--- src/rtl/tllvm_pkg.sv ---
`default_nettype none
package tllvm_pkg;

  localparam int CORDIC_STEPS_DEF = 16;
  localparam int CORDIC_TAB_LEN   = 24;
  localparam int DIV_QB           = 33;  // quotient bits of the divider

  typedef logic signed [35:0] ang_t;     // Q.30 radians

  localparam ang_t Q30_PI      = 36'sd3373259426;
  localparam ang_t Q30_TWO_PI  = 36'sd6746518852;
  localparam ang_t Q30_HALF_PI = 36'sd1686629713;
  localparam ang_t Q30_GAIN    = 36'sd652032874;

  localparam logic [15:0] LINK_LENGTH_RST = 16'd4588;
  localparam logic [15:0] STEP_TIME_RST   = 16'd1000;

  localparam logic REG_LINK_LENGTH = 1'b0;
  localparam logic REG_STEP_TIME   = 1'b1;

  typedef enum logic [3:0] {
    ST_IDLE, ST_WRAP, ST_FOLD, ST_CORDIC, ST_SINCOS,
    ST_MUL, ST_POST, ST_DIV_GO, ST_DIV_WAIT, ST_OUTPUT
  } state_t;

  typedef enum logic [2:0] {
    OP_LS, OP_LC, OP_LRATE, OP_TQ0, OP_TQ1, OP_ACC, OP_LF0A, OP_LF0B
  } mul_op_t;

  typedef enum logic [1:0] {DV_ACC, DV_LF0, DV_LF1} div_op_t;

  typedef struct packed {
    logic       load;
    logic       wrap;
    logic       fold;
    logic       cordic_step;
    logic [4:0] step_idx;
    logic       sincos;
    logic       mul;
    logic       post;
    mul_op_t    mul_op;
    logic       div_start;
    logic       div_store;
    div_op_t    div_op;
    logic       out_load;
  } dp_cmd_t;

  typedef struct packed {
    logic div_done;
    logic singular;
  } dp_stat_t;

  function automatic ang_t atan_q30(input logic [4:0] idx);
    ang_t v;
    case (idx)
      5'd0:    v = 36'sh03243F6A8;
      5'd1:    v = 36'sh01DAC6705;
      5'd2:    v = 36'sh00FADBAFC;
      5'd3:    v = 36'sh007F56EA6;
      5'd4:    v = 36'sh003FEAB76;
      5'd5:    v = 36'sh001FFD55B;
      5'd6:    v = 36'sh000FFFAAA;
      5'd7:    v = 36'sh0007FFF55;
      5'd8:    v = 36'sh0003FFFEA;
      5'd9:    v = 36'sh0001FFFFD;
      5'd10:   v = 36'sh0000FFFFF;
      5'd11:   v = 36'sh00007FFFF;
      5'd12:   v = 36'sh00003FFFF;
      5'd13:   v = 36'sh00001FFFF;
      5'd14:   v = 36'sh00000FFFF;
      5'd15:   v = 36'sh000007FFF;
      5'd16:   v = 36'sh000003FFF;
      5'd17:   v = 36'sh000001FFF;
      5'd18:   v = 36'sh000000FFF;
      5'd19:   v = 36'sh0000007FF;
      5'd20:   v = 36'sh0000003FF;
      5'd21:   v = 36'sh0000001FF;
      5'd22:   v = 36'sh0000000FF;
      5'd23:   v = 36'sh00000007F;
      default: v = '0;
    endcase
    return v;
  endfunction

endpackage
`default_nettype wire

--- src/rtl/tllvm_div.sv ---
`default_nettype none
// Signed divide, round to nearest (ties away from zero).
// Returns magnitude, sign and an overflow flag when the quotient exceeds DIV_QB bits.
module tllvm_div (
  input  wire logic                                clk,
  input  wire logic                                rst_n,
  input  wire logic                                start,
  input  wire logic signed [63:0]                  num,
  input  wire logic signed [38:0]                  den,
  output logic                                     done,
  output logic [tllvm_pkg::DIV_QB-1:0]             q_mag,
  output logic                                     ovf,
  output logic                                     neg
);
  localparam int QB = tllvm_pkg::DIV_QB;

  logic          busy_r;
  logic [5:0]    cnt_r;
  logic          done_r;
  logic [63:0]   un_r;
  logic [37:0]   ud_r;
  logic          neg_r;
  logic          ovf_r;
  logic [37:0]   rem_r;
  logic [QB-1:0] low_r;

  logic [63:0] n_sum;
  logic [38:0] t_val;
  logic        ge;
  logic [63:0] num_abs;
  logic [38:0] den_abs;

  always_comb begin
    num_abs = num[63] ? 64'(-num) : 64'(num);
    den_abs = den[38] ? 39'(-den) : 39'(den);
    n_sum   = un_r + {26'b0, ud_r >> 1};
    t_val   = {rem_r, low_r[QB-1]};
    ge      = t_val >= {1'b0, ud_r};
  end

  always_ff @(posedge clk) begin
    if (!rst_n) begin
      busy_r <= 1'b0;
      cnt_r  <= '0;
      done_r <= 1'b0;
    end else begin
      done_r <= 1'b0;
      if (!busy_r) begin
        if (start) begin
          busy_r <= 1'b1;
          cnt_r  <= '0;
        end
      end else begin
        cnt_r <= cnt_r + 6'd1;
        if (cnt_r == 6'(QB)) begin
          busy_r <= 1'b0;
          done_r <= 1'b1;
        end
      end
    end
  end

  always_ff @(posedge clk) begin
    if (!busy_r) begin
      if (start) begin
        un_r  <= num_abs;
        ud_r  <= den_abs[37:0];
        neg_r <= num[63] ^ den[38];
      end
    end else if (cnt_r == 6'd0) begin
      ovf_r <= {7'b0, n_sum[63:QB]} >= ud_r;
      rem_r <= 38'(n_sum[63:QB]);
      low_r <= n_sum[QB-1:0];
    end else begin
      rem_r <= ge ? 38'(t_val - {1'b0, ud_r}) : t_val[37:0];
      low_r <= {low_r[QB-2:0], ge};
    end
  end

  assign done  = done_r;
  assign q_mag = low_r;
  assign ovf   = ovf_r;
  assign neg   = neg_r;
endmodule
`default_nettype wire

--- config.mk ---
export PLATFORM = sky130hd
export DESIGN_NAME = tllvm_div
export DESIGN_NICKNAME = d
export VERILOG_FILES = /design/src/rtl/tllvm_pkg.sv /design/src/rtl/tllvm_div.sv
export SDC_FILE = /design/constraint.sdc
export NUM_CORES = 1
export LEC_CHECK = 0
export ABC_AREA = 1
export BUFFER_PORTS_ARGS = -buffer_cell sky130_fd_sc_hd__clkbuf_2
export CORE_UTILIZATION = 54
export CTS_BUF_LIST = sky130_fd_sc_hd__clkbuf_8
export DETAILED_ROUTE_END_ITERATION = 8
export PLACE_DENSITY = 0.73
export SLEW_MARGIN = 20
export SYNTH_ARGS = -nofsm -noshare
export SYNTH_HDL_FRONTEND = slang
export SYNTH_SLANG_ARGS = --single-unit
--- constraint.sdc ---
create_clock -name clk -period 7.2 [get_ports clk]
set_input_delay 0.72 -clock clk [delete_from_list [all_inputs] [get_ports clk]]
set_output_delay 0.72 -clock clk [all_outputs]
set_load 0.02 [all_outputs]
; Word level (Yosys, flattened, before mapping)
; Index checks and enable logic that the tools add are counted.
[word_totals]
register_bits = 183
in_bits = 106
output_inout_bits = 36
elab_cells = 37
[op_classes]
n_addsub = 5
order_cmp = 2
n_eq_ne = 1
muxes = 11
n_bitwise = 2
n_reduce_logical = 5
[ops]
columns = op, n
row1 = $mux 38, 2
row2 = $add 64x37->64, 1
row3 = $neg 64->64, 1
row4 = $mux 63, 1
row5 = $ge 39x38->1, 1
row6 = $ge 31x38->1, 1
row7 = $neg 38->38, 1
row8 = $sub 38x38->38, 1
row9 = $mux 33, 1
row10 = $mux 31, 1
row11 = $mux 6, 2
row12 = $add 6x1->6 const B, 1
row13 = $eq 6x6->1 const B, 1
row14 = $logic_not 6->1, 1
row15 = $reduce_and 2->1, 3
row16 = $mux 1, 4
row17 = $reduce_bool 2->1, 1
row18 = $not 1->1, 1
row19 = $xor 1x1->1, 1

; Longest topological paths before layout
[logic_depth]
ltp_word = 3
ltp_mapped = 24
depth_no_buf = 24

; Worst setup path before layout
; No wires, ideal clock.
[synth_timing]
kind = register to register
startpoint = register busy_r
endpoint = register cnt_r[3]
setup_ns = 0.118
arrival_time_ns = 6.575
required_time_ns = 7.082
setup_slack_ns = 0.506
path_stages_with_launch = 6
path_buffers = 1
period_less_slack_ns = 6.694
path_cell_list = dfxtp_1 -> clkbuf_1 -> nor2_1 -> inv_1 -> a21oi_1 -> nor2_1
[synth_between]
elab_chain_cells = 1
word_cells_on_any_way = 2
cone_classes = mux (1) / reduce/logical (1)
[synth_rtl]
columns = item, line_no
row1 = "start, declared", tllvm_div.sv:17  ; logic busy_r;
row2 = "start signal, assigned", tllvm_div.sv:43  ; busy_r <= 1'b0;
row3 = "start signal, assigned", tllvm_div.sv:50  ; busy_r <= 1'b1;
row4 = "start signal, assigned", tllvm_div.sv:56  ; busy_r <= 1'b0;
row5 = $mux 6 or $reduce_bool 2->1 (tied branches), -
row6 = "end signal, assigned", tllvm_div.sv:54  ; cnt_r <= cnt_r + 6'd1;
row7 = "end, declared", tllvm_div.sv:18  ; logic [5:0] cnt_r;
; Several ways; a longest one is shown, not always the timed one.
; A chain may end at the register's enable or synchronous reset.

; Worst setup path after layout
[layout_timing]
startpoint = register ud_r[33]
endpoint = register ovf_r, in the netlist ovf (data pin)
[layout_between]
elab_chain_cells = 2
[layout_rtl]
columns = item, line_no
row1 = "start, declared", tllvm_div.sv:21  ; logic [37:0] ud_r;
row2 = "start signal, assigned", tllvm_div.sv:67  ; ud_r <= den_abs[37:0];
row3 = $add 64x37->64, tllvm_div.sv:36  ; n_sum = un_r + {26'b0, ud_r >> 1};
row4 = $ge 31x38->1 *, tllvm_div.sv:71  ; ovf_r <= {7'b0, n_sum[63:QB]} >= ud_r;
row5 = "end signal, assigned", tllvm_div.sv:71
row6 = "end, declared", tllvm_div.sv:23  ; logic ovf_r;
; Every way passes the cells marked *; elsewhere a longest branch is shown, timed or not.

==> results.py <==
metrics = {
    "sta": {
        "fin_skew_ns": 0.0308,
        "setup_viol": 0,
        "finalHoldViolations": 0,
        "relSlewSlack": 0.347,
        "rsz0062_at_grt": "false",
        "slew_violations": 0,
        "worstMarginPinSlew_ns": 0.979,
        "clock.fmax_ghz": 0.250,
        "setup_tns_ns": 0,
        "setup_ws_ns": 3.19,
        "period_share": 0.556,
        "period_minus_slack_ns": 4.01,
    },
    "placed_design": {
        "place_worst_setup_slack_ns": 3.34,
        "hpwl_um": 55700,
        "port_buffers": 141,
        "place.gp.congestion": 1.08,
        "dp.cells": 3460,
    },
    "routing": {
        "wl_per_cell_um": 18.8,
        "vias": 19300,
        "ant_nets": 0,
        "drc": 0,
        "vias_per_cell": 5.53,
        "wl_um": 65500,
        "firstDrtPassIters": 6,
        "drt_iter0_drc": 2203,
    },
    "setup_path": {
        "critPathKind": "reg -> reg",
        "r2r-end": "ovf",
        "endpoint_kind": "register",
        "startpoint": "ud_r[33]",
        "worstPathRequired_ns": 7.59,
        "path_buf_inv": 1,
        "crit_top_cell": "nand2_1",
        "cp_slowest_cell": "edfxtp_1",
        "crit_arrival_ns": 4.39,
        "worstPathMaxFanout": 5,
        "slowest_delay_ns": 0.55,
        "path_delay_family": "simple AND/OR/NAND/NOR gates",
        "ff2ff_path_depth": 18,
        "r2r_slack_ns": 3.19,
        "timing.rr.start": "ud_r[33]",
        "crit_path_start_kind": "register",
        "crit_chain": "ha_1, nand2_1, nor2_1, inv_1, nor3_1, nand2_1, nor2_1, nand2_1, nand2_1, nand2_1, and2_1, ha_1, nand2_1, nor2_1, nand3_1, nor4_1, nand4_1, nand4_1",
    },
    "logic_synthesis": {
        "synth-compound-area-share": 0.0568,
        "synthArstFlopShare": 0,
        "yosysWarningCount": 0,
        "synth_top_family_by_area": "simple AND/OR/NAND/NOR gates",
        "yosysSeqAreaShare": 0.293,
        "synth.distinct_cells": 44,
        "synth-edff-count": 175,
        "synth_mux_area_frac": 0,
        "yosys.area_share.simple": 0.399,
        "synthFlopType": "edfxtp_1",
        "synth_cells": 2901,
        "synth-xor-area-share": 0.0630,
        "avgSynthCellArea_um2": 6.37,
        "synth_fp_nets": 3120,
        "synth_seq_cells": 183,
        "synthAdderAreaFrac": 0.0773,
        "syn-cell-area_um2": 18500,
    },
    "cells_and_area": {
        "final_cells": 3492,
        "fin_nets": 3250,
        "fin_util": 0.596,
        "antenna_cells": 0,
        "area_delta_synth_final_pct": 8.31,
        "drive_gt1_frac": 0.0680,
    },
    "cts": {
        "cts_buffers": 17,
        "hold_buffers": 0,
        "clock_path_buffers": 2,
        "root_buffer": "clkbuf_8",
        "h-tree-depth": 4,
        "cts_tree": "done",
        "cts_resized": 0,
        "cts.clk_slew.worst_paths_ns": 0.11,
        "clk_latency_ns": 0.53,
        "cts_setup_buffers": 0,
        "clock-sinks": 183,
    },
    "floorplan": {
        "die_x_um": 187,
        "initial_core_util": 0.550,
        "num_rows": 67,
        "core_um2": 33600,
        "ios": 142,
        "die_area_um2": 35000,
        "dieHeight_um": 187,
    },
    "power_and_ir_drop": {
        "power_leakage_nw": 10.3,
        "power_frac_comb": 0.416,
        "p_switching_mw": 1.53,
        "finalPower_mw": 3.56,
        "power.density_nw_per_um2": 178,
        "switching_share": 0.429,
        "p_int_mw": 2.04,
        "seqPwrFrac": 0.390,
        "clockPowerShare": 0.194,
        "vdd_drop_max_mv": 0.146,
    },
    "min_path": {
        "whs_endpoint": "ud_r[0]",
        "hold_depth": 1,
        "hp-class": "in -> reg",
        "min-delay-start": "den[0]",
    },
    "global_routing": {
        "grt_pass1_vias": 18100,
        "grt_max_degree": 95,
        "grt_overflow": 0,
        "antenna_found_initial": 1,
        "grt_pass1_wl_um": 100000,
        "grt_usage": 0.378,
    },
    "job": {
        "timing.max_cap.violations": 0,
    },
    "outcome": {
        "run_status": "finished clean",
    },
}
[cells in the final DEF (no fill, tap or decap), types with 4 or more instances in the layout]
| cell type | count |
|---|---|
| nand2_1 | 1025 |
| inv_1 | 500 |
| nor2_1 | 308 |
| nand3_1 | 184 |
| edfxtp_1 | 175 |
| clkbuf_2 | 141 |
| ha_1 | 111 |
| a21oi_1 | 84 |
| o21ai_0 | 78 |
| xor2_1 | 71 |
| xnor2_1 | 62 |
| nand4_1 | 53 |
| nand3b_1 | 52 |
| nor3_1 | 45 |
| and2_1 | 28 |
| clkbuf_8 | 17 |
| o21bai_1 | 10 |
| nor4_1 | 8 |
| o21ai_1 | 7 |
| dfxtp_1 | 7 |
| or2_2 | 6 |
| nand2_2 | 5 |
| nor2_2 | 5 |
| buf_4 | 5 |
| nor3b_1 | 4 |
| o211ai_1 | 4 |
| a31oi_1 | 4 |
| inv_8 | 4 |
| clkinv_4 | 4 |
[cell type report]
type	instances	area [um2]
Fill cell	3318	13600
Tap cell	448	561
Multi-Input combinational cell	2181	11000
Clock buffer	17	234
Inverter	502	1880
Timing Repair Buffer	146	743
Clock inverter	15	144
Sequential cell	183	5420
[power groups by stage]
stage          Clock, mW  Sequential, mW  Combinational [mW]
3_3_place_gp           0            1.41                1.41
2_1_floorplan          0            1.42               0.959
3_5_place_dp           0            1.41                1.43
5_1_grt            0.733            1.40                1.63
4_1_cts            0.698            1.39                1.44
6_report           0.690            1.39                1.48
[per-stage QoR]
stage | instance area [um2] | hold slack [ns]
after detailed placement | 19700 | 0.495
after CTS | 20000 | 0.379
after global routing | 20000 | 0.384
final | 20000 | 0.408
after global placement | 19700 | 0.486
after floorplan | 18500 | 0.464
[sequential cells by signal, indices dropped and copies added (netlist names)]
register / flops
busy_r: 1
cnt_r: 6
done: 1
neg: 1
ovf: 1
q_mag: 33
rem_r: 38
ud_r: 38
un_r: 64
[how the worst max path moves through the flow]
stage               slack [ns]  cells after the start  endpoint
floorplan                 0.51                      5  cnt_r[3]
global placement          3.48                     18       ovf
detailed placement        3.34                     21       ovf
CTS                       3.28                     21       ovf
global route              2.91                     21       ovf
finish                    3.19                     18       ovf
[cell usage after synthesis, drive strengths merged, types with 8 or more instances]
cell | n | area, um2
and2 | 28 | 175
clkbuf | 25 | 93.8
dfxtp | 8 | 160
inv | 499 | 1870
xnor2 | 62 | 543
a21oi | 84 | 420
nand3b | 52 | 390
buf | 10 | 75.1
nor2 | 316 | 1210
nand4 | 53 | 332
nand3 | 189 | 973
ha | 111 | 1390
nor4 | 8 | 50.1
o21bai | 10 | 75.1
nand2 | 1032 | 3910
o21ai | 85 | 425
nor3 | 48 | 255
edfxtp | 175 | 5260
xor2 | 71 | 622
[cell families (layout without fill, tap and decap cells)]
| family | Yosys count | after routing |
|---|---|---|
| AND/OR/NAND/NOR | 1738 | 1738 |
| flip-flops | 183 | 183 |
| XOR/XNOR | 133 | 133 |
| AO/OA/AOI/OAI | 197 | 197 |
| adder cells (fa/ha/maj) | 113 | 113 |
| buffers and inverters | 537 | 680 |
[per-layer routing]
| metal | routed length [um] | GRT usage | vias to the layer above |
|---|---|---|---|
| met3 | 7100 | 0.0675 | 125 |
| met5 | 0 | 0 | - |
| met4 | 2870 | 0.164 | 0 |
| met2 | 27100 | 0.569 | 1014 |
| met1 | 28400 | 0.530 | 8749 |
| li1 | - | - | 9436 |
(Power assumes the default switching activity.)
